--- src/rtl/aging_priority_event_dispatcher_macros.svh ---
// Assertion macros for the aging priority event dispatcher.
`ifndef AGING_PRIORITY_EVENT_DISPATCHER_MACROS_SVH
`define AGING_PRIORITY_EVENT_DISPATCHER_MACROS_SVH
`ifndef SYNTHESIS
`define APED_ASSERT(label, clk, rst_n, prop, msg) \
  label: assert property (@(posedge clk) disable iff (!rst_n) (prop)) else $error(msg);
`define APED_ASSERT_NEXT(label, clk, rst_n, pre, post, msg) \
  label: assert property (@(posedge clk) disable iff (!rst_n) (pre) |=> (post)) \
    else $error(msg);
`else
`define APED_ASSERT(label, clk, rst_n, prop, msg)
`define APED_ASSERT_NEXT(label, clk, rst_n, pre, post, msg)
`endif
`endif

--- src/rtl/aped_pkg.sv ---
// Shared types and constants of the aging priority event dispatcher.
package aped_pkg;
  localparam int unsigned MaxEntriesDefault = 16;

  localparam logic [2:0] ReqAdd      = 3'd0;
  localparam logic [2:0] ReqRemove   = 3'd1;
  localparam logic [2:0] ReqSuspend  = 3'd2;
  localparam logic [2:0] ReqResume   = 3'd3;
  localparam logic [2:0] ReqReport   = 3'd4;
  localparam logic [2:0] ReqDispatch = 3'd5;

  localparam logic [1:0] StatOk       = 2'd0;
  localparam logic [1:0] StatFull     = 2'd1;
  localparam logic [1:0] StatNotFound = 2'd2;

  typedef struct packed {
    logic [2:0] req_type;
    logic [9:0] chan_id;
    logic [7:0] static_prio;
    logic       watch_read;
    logic       watch_write;
    logic       watch_except;
  } req_t;

  typedef struct packed {
    logic [1:0] status;
    logic       granted;
    logic [9:0] grant_id;
    logic       grant_read;
    logic       grant_write;
    logic       grant_except;
    logic [5:0] pending_total;
  } rsp_t;

  // controller -> datapath
  typedef struct packed {
    logic clr;     // start of a scan
    logic scan;    // visit entry at scan index
    logic commit;  // apply the request
    logic age;     // aging and counting pass step
  } dp_cmd_t;

  // datapath -> controller
  typedef struct packed {
    logic last;    // scan index at last entry
  } dp_sts_t;
endpackage

--- src/rtl/aging_priority_event_dispatcher.sv ---
// Top level of the aging priority event dispatcher.
// channel | dir | handshake
// req     | in  | req_valid_i / req_ready_o, payload req_i
// rsp     | out | rsp_valid_o / rsp_ready_i, payload rsp_o
// One request at a time: after accept, the result is set by one entry-table scan for
// lookup/selection, an apply step, and one pass for aging and counting.
// Reset clears valid, pending and suspend flags at once; no clearing pass.
// A stalled result holds the block until taken.
`include "aging_priority_event_dispatcher_macros.svh"
module aging_priority_event_dispatcher import aped_pkg::*; #(
  parameter int unsigned MaxEntries = MaxEntriesDefault
) (
  input  logic clk_i,
  input  logic rst_ni,
  input  logic req_valid_i,
  output logic req_ready_o,
  input  req_t req_i,
  output logic rsp_valid_o,
  input  logic rsp_ready_i,
  output rsp_t rsp_o
);
  dp_cmd_t cmd;
  dp_sts_t sts;
  logic    busy;
  req_t    req_q;
  req_t    req_sel;

  // hold the request for the whole transaction
  always_ff @(posedge clk_i) begin
    if (req_valid_i && req_ready_o) req_q <= req_i;
  end
  assign req_sel = req_q;

  aped_ctrl u_ctrl (
    .clk_i, .rst_ni, .in_valid_i(req_valid_i), .in_ready_o(req_ready_o),
    .out_valid_o(rsp_valid_o), .out_ready_i(rsp_ready_i),
    .sts_i(sts), .cmd_o(cmd), .busy_o(busy)
  );

  aped_datapath #(.MaxEntries(MaxEntries)) u_dp (
    .clk_i, .rst_ni, .req_i(req_sel), .cmd_i(cmd), .sts_o(sts), .rsp_o
  );

  `APED_ASSERT(a_ready_idle, clk_i, rst_ni, !(req_ready_o && busy), "ready while busy")
  `APED_ASSERT(a_excl, clk_i, rst_ni, !(req_ready_o && rsp_valid_o), "ready with result")
  `APED_ASSERT_NEXT(a_hold, clk_i, rst_ni, rsp_valid_o && !rsp_ready_i, $stable(rsp_o), "stall")
endmodule

--- src/rtl/aped_datapath.sv ---
// Entry table, scan registers and update logic of the dispatcher.
module aped_datapath import aped_pkg::*; #(
  parameter int unsigned MaxEntries = MaxEntriesDefault
) (
  input  logic    clk_i,
  input  logic    rst_ni,
  input  req_t    req_i,
  input  dp_cmd_t cmd_i,
  output dp_sts_t sts_o,
  output rsp_t    rsp_o
);
  localparam int unsigned IdxW = (MaxEntries > 1) ? $clog2(MaxEntries) : 1;

  logic [MaxEntries-1:0] valid_q, susp_q;
  logic [2:0]  pend_q  [MaxEntries];
  logic [9:0]  id_q    [MaxEntries];
  logic [7:0]  base_q  [MaxEntries];
  logic [15:0] cur_q   [MaxEntries];
  logic [2:0]  mask_q  [MaxEntries];
  logic [15:0] rank_q  [MaxEntries];
  logic [15:0] add_cnt_q;

  logic [IdxW-1:0] idx_q;
  logic            free_fnd_q, id_fnd_q, win_fnd_q;
  logic [IdxW-1:0] free_q, hit_q, win_q;
  logic [15:0]     win_cur_q, win_age_q;
  logic [7:0]      win_base_q;
  logic [5:0]      cnt_q;

  logic [2:0]  ev;
  logic [15:0] age_i;
  logic        pend_i, beats;
  logic [7:0]  cnt_sum;
  rsp_t        rsp_cmt;

  assign ev     = {req_i.watch_except, req_i.watch_write, req_i.watch_read};
  assign pend_i = valid_q[idx_q] && (pend_q[idx_q] != 3'd0);
  assign age_i  = add_cnt_q - rank_q[idx_q];
  always_comb begin
    if (cur_q[idx_q] != win_cur_q) beats = cur_q[idx_q] > win_cur_q;
    else if (base_q[idx_q] != win_base_q) beats = base_q[idx_q] > win_base_q;
    else beats = age_i > win_age_q;
  end
  assign cnt_sum = 8'(cnt_q) + (valid_q[idx_q] ? 8'($countones(pend_q[idx_q])) : 8'd0);
  assign sts_o.last = (32'(idx_q) == MaxEntries - 1);

  // status and grant fields; pending total is filled in by the counting pass
  always_comb begin
    rsp_cmt = '0;
    case (req_i.req_type)
      ReqAdd: begin
        if (!free_fnd_q) rsp_cmt.status = StatFull;
      end
      ReqRemove, ReqSuspend, ReqResume, ReqReport: begin
        if (!id_fnd_q) rsp_cmt.status = StatNotFound;
      end
      ReqDispatch: begin
        if (win_fnd_q) begin
          rsp_cmt.granted      = 1'b1;
          rsp_cmt.grant_id     = id_q[win_q];
          rsp_cmt.grant_read   = pend_q[win_q][0];
          rsp_cmt.grant_write  = pend_q[win_q][1];
          rsp_cmt.grant_except = pend_q[win_q][2];
        end
      end
      default: ;
    endcase
  end

  always_ff @(posedge clk_i or negedge rst_ni) begin
    if (!rst_ni) begin
      valid_q    <= '0;
      susp_q     <= '0;
      for (int i = 0; i < MaxEntries; i++) pend_q[i] <= 3'd0;
      add_cnt_q  <= '0;
      idx_q      <= '0;
      free_fnd_q <= 1'b0;
      id_fnd_q   <= 1'b0;
      win_fnd_q  <= 1'b0;
      cnt_q      <= '0;
      rsp_o      <= '0;
    end else if (cmd_i.clr) begin
      idx_q      <= '0;
      free_fnd_q <= 1'b0;
      id_fnd_q   <= 1'b0;
      win_fnd_q  <= 1'b0;
      cnt_q      <= '0;
    end else if (cmd_i.scan) begin
      idx_q <= idx_q + 1'b1;
      if (!valid_q[idx_q] && !free_fnd_q) begin
        free_fnd_q <= 1'b1;
        free_q     <= idx_q;
      end
      if (valid_q[idx_q] && id_q[idx_q] == req_i.chan_id && !id_fnd_q) begin
        id_fnd_q <= 1'b1;
        hit_q    <= idx_q;
      end
      if (pend_i && (!win_fnd_q || beats)) begin
        win_fnd_q  <= 1'b1;
        win_q      <= idx_q;
        win_cur_q  <= cur_q[idx_q];
        win_base_q <= base_q[idx_q];
        win_age_q  <= age_i;
      end
    end else if (cmd_i.commit) begin
      rsp_o <= rsp_cmt;
      idx_q <= '0;
      case (req_i.req_type)
        ReqAdd: begin
          if (free_fnd_q) begin
            valid_q[free_q] <= 1'b1;
            id_q[free_q]    <= req_i.chan_id;
            base_q[free_q]  <= req_i.static_prio;
            cur_q[free_q]   <= 16'(req_i.static_prio);
            mask_q[free_q]  <= ev;
            pend_q[free_q]  <= 3'd0;
            susp_q[free_q]  <= 1'b0;
            rank_q[free_q]  <= add_cnt_q;
            add_cnt_q       <= add_cnt_q + 16'd1;
          end
        end
        ReqRemove, ReqSuspend, ReqResume, ReqReport: begin
          if (!id_fnd_q) begin
          end else if (req_i.req_type == ReqRemove) begin
            valid_q[hit_q] <= 1'b0;
            pend_q[hit_q]  <= 3'd0;
            susp_q[hit_q]  <= 1'b0;
          end else if (req_i.req_type == ReqSuspend) begin
            susp_q[hit_q] <= 1'b1;
            pend_q[hit_q] <= 3'd0;
          end else if (req_i.req_type == ReqResume) begin
            susp_q[hit_q] <= 1'b0;
          end else if (!susp_q[hit_q]) begin
            pend_q[hit_q] <= pend_q[hit_q] | (ev & mask_q[hit_q]);
          end
        end
        default: ;
      endcase
    end else if (cmd_i.age) begin
      // one entry a cycle: on a granted dispatch age pending losers and reset winner; count pending bits left
      idx_q <= idx_q + 1'b1;
      if (req_i.req_type == ReqDispatch && win_fnd_q) begin
        if (idx_q == win_q) begin
          cur_q[idx_q]  <= 16'(base_q[idx_q]);
          pend_q[idx_q] <= 3'd0;
        end else if (pend_i && cur_q[idx_q] != 16'hFFFF) begin
          cur_q[idx_q] <= cur_q[idx_q] + 16'd1;
        end
      end
      if (!(req_i.req_type == ReqDispatch && win_fnd_q && idx_q == win_q))
        cnt_q <= (cnt_sum > 8'd63) ? 6'd63 : cnt_sum[5:0];
      if (sts_o.last) begin
        rsp_o.pending_total <= (cnt_sum > 8'd63 && !(req_i.req_type == ReqDispatch
                                && win_fnd_q && idx_q == win_q)) ? 6'd63 :
                               ((req_i.req_type == ReqDispatch && win_fnd_q && idx_q == win_q)
                                ? cnt_q : cnt_sum[5:0]);
      end
    end
  end
endmodule

--- src/rtl/aped_ctrl.sv ---
// Sequencing state machine of the dispatcher.
module aped_ctrl import aped_pkg::*; (
  input  logic    clk_i,
  input  logic    rst_ni,
  input  logic    in_valid_i,
  output logic    in_ready_o,
  output logic    out_valid_o,
  input  logic    out_ready_i,
  input  dp_sts_t sts_i,
  output dp_cmd_t cmd_o,
  output logic    busy_o
);
  localparam logic [2:0] StIdle = 3'd0, StScan = 3'd1, StApply = 3'd2,
                         StCount = 3'd3, StDone = 3'd4;
  logic [2:0] st_q, st_d;

  assign in_ready_o  = (st_q == StIdle);
  assign out_valid_o = (st_q == StDone);
  assign busy_o      = (st_q != StIdle);

  always_comb begin
    st_d  = st_q;
    cmd_o = '0;
    case (st_q)
      StIdle:  if (in_valid_i) begin st_d = StScan; cmd_o.clr = 1'b1; end
      StScan:  begin cmd_o.scan = 1'b1; if (sts_i.last) st_d = StApply; end
      StApply: begin cmd_o.commit = 1'b1; st_d = StCount; end
      StCount: begin cmd_o.age = 1'b1; if (sts_i.last) st_d = StDone; end
      StDone:  if (out_ready_i) st_d = StIdle;
      default: st_d = StIdle;
    endcase
  end

  always_ff @(posedge clk_i or negedge rst_ni) begin
    if (!rst_ni) st_q <= StIdle;
    else st_q <= st_d;
  end
endmodule
--- config.mk ---
export PLATFORM = sky130hd
export DESIGN_NAME = aging_priority_event_dispatcher
export DESIGN_NICKNAME = d
export VERILOG_FILES = /design/src/rtl/aped_pkg.sv /design/src/rtl/aging_priority_event_dispatcher.sv /design/src/rtl/aped_datapath.sv /design/src/rtl/aped_ctrl.sv
export VERILOG_INCLUDE_DIRS = /design/src /design/src/rtl
export SDC_FILE = /design/constraint.sdc
export NUM_CORES = 2
export LEC_CHECK = 0
export BUFFER_PORTS_ARGS = -buffer_cell sky130_fd_sc_hd__buf_2
export CAP_MARGIN = 20
export CORE_UTILIZATION = 60
export CTS_BUF_LIST = sky130_fd_sc_hd__clkbuf_16
export CTS_CLUSTER_DIAMETER = 50
export DETAILED_ROUTE_END_ITERATION = 8
export GPL_ROUTABILITY_DRIVEN = 0
export GPL_TIMING_DRIVEN = 0
export PLACE_DENSITY_LB_ADDON = 0.08
export SETUP_SLACK_MARGIN = 0.02
export SYNTH_ARGS = -nofsm -noshare
export SYNTH_HDL_FRONTEND = slang
export SYNTH_HIERARCHICAL = 1
export SYNTH_SLANG_ARGS = --single-unit
--- constraint.sdc ---
create_clock -name clk_i -period 9.91 [get_ports clk_i]
set_input_delay 0.4955 -clock clk_i [delete_from_list [all_inputs] [get_ports clk_i]]
set_output_delay 0.4955 -clock clk_i [all_outputs]
set_load 0.02 [all_outputs]
* After elaboration in Yosys (flattened, before gate mapping) *
Memory sizes are Yosys's and may differ from the RTL's. A register that Yosys moved wholly into a read port is not among the register bits.
Cells that the tools add are included.

operators by class
  add/subtract/negate cells = 7
  order comparisons = 16
  equal/unequal tests = 31
  muxes and demuxes = 114
  bitwise logic cells = 22
  reduce and logical (&&, ||, !) cells = 54

operators with widths
  kind                                            count
  2-to-1 mux 48 bit                               10
  2-to-1 mux 16 bit                               10
  AND 48 bit                                      3
  NOT 48 bit                                      3
  case mux 48 bit (2 select lines)                1
  2-to-1 mux 6 bit                                11
  case mux 16 bit (2 select lines)                2
  AND 16 bit                                      3
  bitwise mux 48 bit                              1
  2-to-1 mux 1 bit                                43
  2-to-1 mux 3 bit                                13
  binary-select mux 3 bit (select 4 bit)          3
  demux 3 bit (select 4 bit)                      3
  adder 16 x 1 -> 16 bit (second input constant)  2
  greater-than comparator 16 bit                  2
  NOT 16 bit                                      2
  bitwise OR 16 bit                               2
  2-to-1 mux 14 bit                               2
  2-to-1 mux 4 bit                                7
  AND reduction 4 bit                             6
  >= comparator 5 bit (second input constant)     4
  NOT 4 -> 5 bit                                  4
  nonzero test 2 bit                              10
  logical AND 1 bit                               18
  other kinds (47)                                79

storage, ports and cells
  flip-flop bits (word level) = 210
  memory bits (writable) = 848
  output and inout port bits = 24
  word-level logic and storage cells = 293
  memories = 5

memories
  memory       depth  width  read ports  clocked after memory_dff  wr ports  line                 source
  u_dp.cur_q   16     16     1           0                         1         aped_datapath.sv:18  logic [15:0] cur_q [MaxEntries];
  u_dp.rank_q  16     16     1           0                         1         aped_datapath.sv:20  logic [15:0] rank_q [MaxEntries];
  u_dp.id_q    16     10     2           1                         1         aped_datapath.sv:16  logic [9:0] id_q [MaxEntries];
  u_dp.base_q  16     8      1           0                         1         aped_datapath.sv:17  logic [7:0] base_q [MaxEntries];
  u_dp.mask_q  16     3      1           1                         1         aped_datapath.sv:19  logic [2:0] mask_q [MaxEntries];

* Depth between registers and ports, before layout *
  word-level depth = 19
  depth in mapped cells = 30
  depth with buffers taken out = 22

* Cells and area by module *
The synthesis kept the hierarchy.

by module, submodules not included
  module                           times used  cells each  area each (sq um)
  aped_datapath                    1           2730        46223.1
  aging_priority_event_dispatcher  1           25          726.9
  aped_ctrl                        1           18          187.7

* Worst setup path after synthesis *
No wires, ideal clock.

  path kind = register to register
  from = reg u_dp.idx_q[0]
  to = reg u_dp.win_age_q[0] (enable)
  arrival = 6.971 ns
  required time = 9.512 ns
  slack = 2.541 ns
  cell stages (with the launch flop) = 29
  buffers on the path = 8
  cells stage by stage = dfrtp_1 -> buf_6 -> buf_12 -> buf_6 -> buf_6 -> buf_4 -> buf_2 -> buf_2 -> buf_2 -> mux4_2 -> mux4_2 -> inv_1 -> ha_1 -> a21o_1 -> a21oi_1 -> o21bai_1 -> a31o_2 -> a311oi_1 -> nor2_1 -> o311a_1 -> ha_1 -> nand4_1 -> nor3_1 -> nor4_1 -> nand4_1 -> a21oi_1 -> a211oi_1 -> nand3_1 -> inv_1

between the ends
  word-level cells in the longest chain between the ends = 8
  elaborated cells on any way between the ends = 22
  classes of those cells = add/sub (1); order compare (3); eq/ne (2); mux (7); bitwise (1); reduce/logical (5); memory (3)

RTL lines
  item                                  line                  source
  start: declaration                    aped_datapath.sv:23   logic [IdxW-1:0] idx_q;
  start signal: assignment              aped_datapath.sv:89   idx_q <= idx_q + 1'b1;
  start signal: assignment              aped_datapath.sv:141  idx_q <= idx_q + 1'b1;
  memory read (16 x 16 bit)             --
  subtractor 16 bit                     aped_datapath.sv:38   assign age_i = add_cnt_q - rank_q[idx_q];
  named net u_dp.age_i[15]              aped_datapath.sv:31   logic [15:0] age_i;
  greater-than comparator 16 bit        aped_datapath.sv:42   else beats = age_i > win_age_q;
  2-to-1 mux 1 bit                      aped_datapath.sv:41   else if (base_q[idx_q] != win_base_q) beats = base_q[idx_q] > win_base_q;
  2-to-1 mux 1 bit                      aped_datapath.sv:40   if (cur_q[idx_q] != win_cur_q) beats = cur_q[idx_q] > win_cur_q;
  logical OR 1 bit                      aped_datapath.sv:98   if (pend_i && (!win_fnd_q || beats)) begin
  logical AND 1 bit                     aped_datapath.sv:98
  AND reduction 4 bit (no source line)  --
  end signal: assignment                aped_datapath.sv:103  win_age_q <= age_i;
  end: declaration                      aped_datapath.sv:26   logic [15:0] win_cur_q, win_age_q;

The timed path passes the listed nets, and every way through them passes these cells. The select of a mux whose other input is x is not followed.
A chain may end at the register's enable or synchronous reset.

* Worst setup path after layout *
  from = reg u_dp.idx_q[3]
  to = reg u_dp.win_age_q[0] (enable)

The elaborated chain is that of the path after synthesis.

==> flow_metrics.tcl <==
set metrics [dict create \
    run_status "complete, no violations" \
    max_freq_mhz 103 \
    crit_fanout 24 \
    syn-num-nets 2867 \
    insertedDiodeCount 0 \
    syn_area_per_cell_sq_um 17.0 \
    clock-skew-final_ps 35.3 \
    power.static_leakage_nw 18.3 \
    fin_tns_setup_ps 0 \
    port_buffers 51 \
    yosys.cell_types.count 74 \
    globalRoute.totalOverflow 0 \
    grt_pass1_wl_mm 187 \
    route.detailed.wl_per_inst_um 31.0 \
    layout_worst_path_cycle_share_pct 97.7 \
    placement.cell_area_sq_um 50000 \
    syn-instance-count 2773 \
    antenna_violating_nets_remaining 0 \
    cts_max_path_buffers 3 \
    clock_tree.root_cell "clkbuf_16" \
    grt_antenna_before_repair 2 \
    htreeDepth 3 \
    pin_count 52 \
    grt_pass1_vias 28200 \
    postLayoutSetupSlackWorst_ps 232 \
    max_cap_violations 0 \
    setup-violations-final 0 \
    final_routed_wirelength_mm 129 \
    synth-async-reset-ratio_pct 12.6 \
    multi_input_comb_area_sq_um 14900 \
    initial_utilization_pct 60.7 \
    detail_route.iter0.violations 3591 \
    insertion_delay_ps 690 \
    drt-vias-per-instance 6.85 \
    post-route-drc-count 0 \
    timing_worst_setup_path_type "reg2reg" \
    synth-warning-count 6 \
    floorplan.die_area_sq_um 79700 \
    final-max-slew-violation-count 0 \
    cell_class_contributing_the_biggest_share_of_worst_path_delay "buffers and inverters" \
    sequential_cell_area_sq_um 31300 \
    timing.critical_path.to_type "flop" \
    worst_max_slew_pin_slew_ps 1160 \
    synth_top_area_share_pct 58.9 \
    yosys_most_used_dff "edfxtp_1" \
    min_cycle_time_layout_ps 9680 \
    worstHoldPathType "in2reg" \
    data_required_time_of_the_worst_path_ps 10330 \
    grt_start_max_net_pins 70 \
    nets 3109 \
    drt_first_pass_iters 6 \
    grt_usage_pct 33.1 \
    mapped_cell_area_sq_um 47100 \
    vdd.ir_drop.worst_mv 0.182 \
    postSynthRegisterBits 1066 \
    chipHeight_um 282 \
    place_ws_ps -405 \
    design.core.area_sq_um 77600 \
    design_power_total_mw 14.1 \
    path_buf_inv 10 \
    post_synth_main_area_contributors "edfxtp_1 (59%), mux4_2 (16%), dfrtp_1 (7.1%)" \
    post-dp-hpwl_mm 86.0 \
    slew_headroom_pct 22.4 \
    cpPeakStageDelay_ps 810 \
    numCtsBuffers 114 \
    finish.instance_area_sq_um 54100 \
    cp.arrival_ps 10100 \
    clk_slew_on_worst_s_h_paths_ps 60 \
    placed_instances 3917 \
    r2r-start "u_dp/idx_q[3]$_DFFE_PN0P_" \
    critical_path_source "u_dp/idx_q[3]$_DFFE_PN0P_" \
    synthDominantAreaCellType "edfxtp_1" \
    layout.filler_cells 4975 \
    instances_no_fill 4148 \
    layout_cell_share_with_drive_strength_beyond_1_pct 23.9 \
    sequential_fraction_of_the_synthesis_area_pct 66.3 \
    worstHoldStart "req_i[23]" \
    num_vias 28400 \
    synth.most_common_cell "edfxtp_1" \
    synth-edff-count 924 \
    unrepaired_setup_endpoints_after_global_routing "no" \
    flow.area_growth_from_synthesis_pct 14.7 \
    finalHoldViolations 0 \
    power.density_cell_area_nw_per_um2 260 \
    timing.critical_path.mode_cell "buf_2" \
    cts_num_sinks 1066 \
    chipWidth_um 282 \
    std_cell_rows 102 \
    post_cts_setup_repair_bufs 0 \
    critPathLaunchType "flop" \
    ys_top_cells_by_count "edfxtp_1 (924), mux4_2 (334), nand2_1 (188)" \
    timing.critical_path.slowest_stage_cell "clkbuf_1" \
    tritoncts_clock_tree "yes" \
]
==> metrics by stage <==
step	hold WS (ps)	utilization, %
2_1_floorplan	200	-
3_3_place_gp	459	62.8
3_5_place_dp	467	64.5
4_1_cts	0.490	69.6
5_1_grt	7.77	69.7
6_report	22.9	69.7
==> path summary, 6_finish.rpt <==
path                                                  endpoint  cells after the start  slack, ps
worst min register to register       u_dp/rsp_o[6]$_DFFE_PN0P_                      2        470
worst max-delay path               u_dp/win_age_q[0]$_DFFE_PP_                     27        230
max in group asynchronous       u_dp/add_cnt_q[15]$_DFFE_PN0P_                      3       8640
worst min-delay path                       req_q[23]$_DFFE_PP_                      1         20
worst max register to register     u_dp/win_age_q[0]$_DFFE_PP_                     27        230
min in group asynchronous           u_dp/pend_q[9]$_DFFE_PN0P_                      2        410
==> cells in the final DEF (no fill, tap or decap), types with 16 or more instances in the layout <==
cell type | netlist | routed
o21ai_0 | 172 | 172
o221ai_1 | 46 | 46
inv_1 | 130 | 154
nor2_4 | 0 | 16
nor3_1 | 21 | 21
clkinv_1 | 1 | 19
nor2_1 | 94 | 78
a22oi_1 | 28 | 28
buf_16 | 0 | 20
nor2b_1 | 18 | 18
a21oi_1 | 89 | 89
nand3_1 | 43 | 43
clkbuf_1 | 67 | 67
xor2_1 | 29 | 29
nand2_1 | 188 | 188
buf_12 | 2 | 16
xnor2_1 | 35 | 35
clkinv_2 | 0 | 17
dfrtp_1 | 134 | 134
mux2i_1 | 39 | 39
clkbuf_16 | 0 | 115
a21o_1 | 24 | 24
dlygate4sd3_1 | 0 | 17
nand4_1 | 16 | 16
buf_8 | 0 | 16
mux4_2 | 334 | 334
mux2_2 | 20 | 20
edfxtp_1 | 924 | 924
buf_2 | 38 | 90
ha_1 | 63 | 63
==> final cells by class <==
class	instances	share of cell area (%)
clock buffers	115	5.32
plain buffers	138	1.30
repair buffers	127	2.92
flip-flops and latches	1066	57.8
clock inverters	94	1.66
multi-input cells	1435	27.6
well taps	1040	2.41
inverters	133	0.928
==> state kept, by name, summed over array words and instances (netlist names), 22 cells and up, named ones only <==
signal and cells:
req_q 24, u_dp/base_q 128, u_dp/pend_q 48, u_dp/cur_q 256, u_dp/rsp_o 22, u_dp/id_q 160
u_dp/rank_q 256, u_dp/mask_q 48
==> power by group <==
| group | switching (mW) | internal [mW] | total [mW] |
|---|---|---|---|
| sequential | 0.216 | 5.14 | 5.35 |
| combinational | 2.60 | 1.86 | 4.46 |
| clock | 1.74 | 2.50 | 4.24 |
| total | 4.56 | 9.50 | 14.1 |
==> worst register-to-register path: cells and delay by family (launching register included) <==
kind	cells	cell delay, ps
flops	1	450
compound gates	8	2450
simple gates	6	1450
mux	1	430
fa+ha+maj	2	570
buf+inv	10	4050
==> metal layers <==
layer,track usage (%),routed length [um],share of wire (%)
met1,45.5,48900,38
met2,52.3,60400,47
met3,5.93,12500,9.7
met4,14.9,6870,5.3
met5,0,0,0
==> what timing repair did <==
item | in CTS | in global routing
hold buffers | 17 | 0
endpoints found under the hold margin | 84 | 0
gates resized for setup | 10 | 2
setup endpoints to repair | 48 | 44
==> cells by family (layout without fill, tap and decap cells) <==
logic type | after synthesis | in the layout | synth area share [%]
xor+xnor | 64 | 64 | 1.19
buf+inv | 272 | 607 | 2.50
flops | 1066 | 1066 | 66.3
mux | 407 | 407 | 17.9
fa+ha+maj | 66 | 66 | 1.80
simple gates | 459 | 459 | 4.58
compound gates | 439 | 439 | 5.70
No activity file was read; power rests on OpenSTA's default activity.
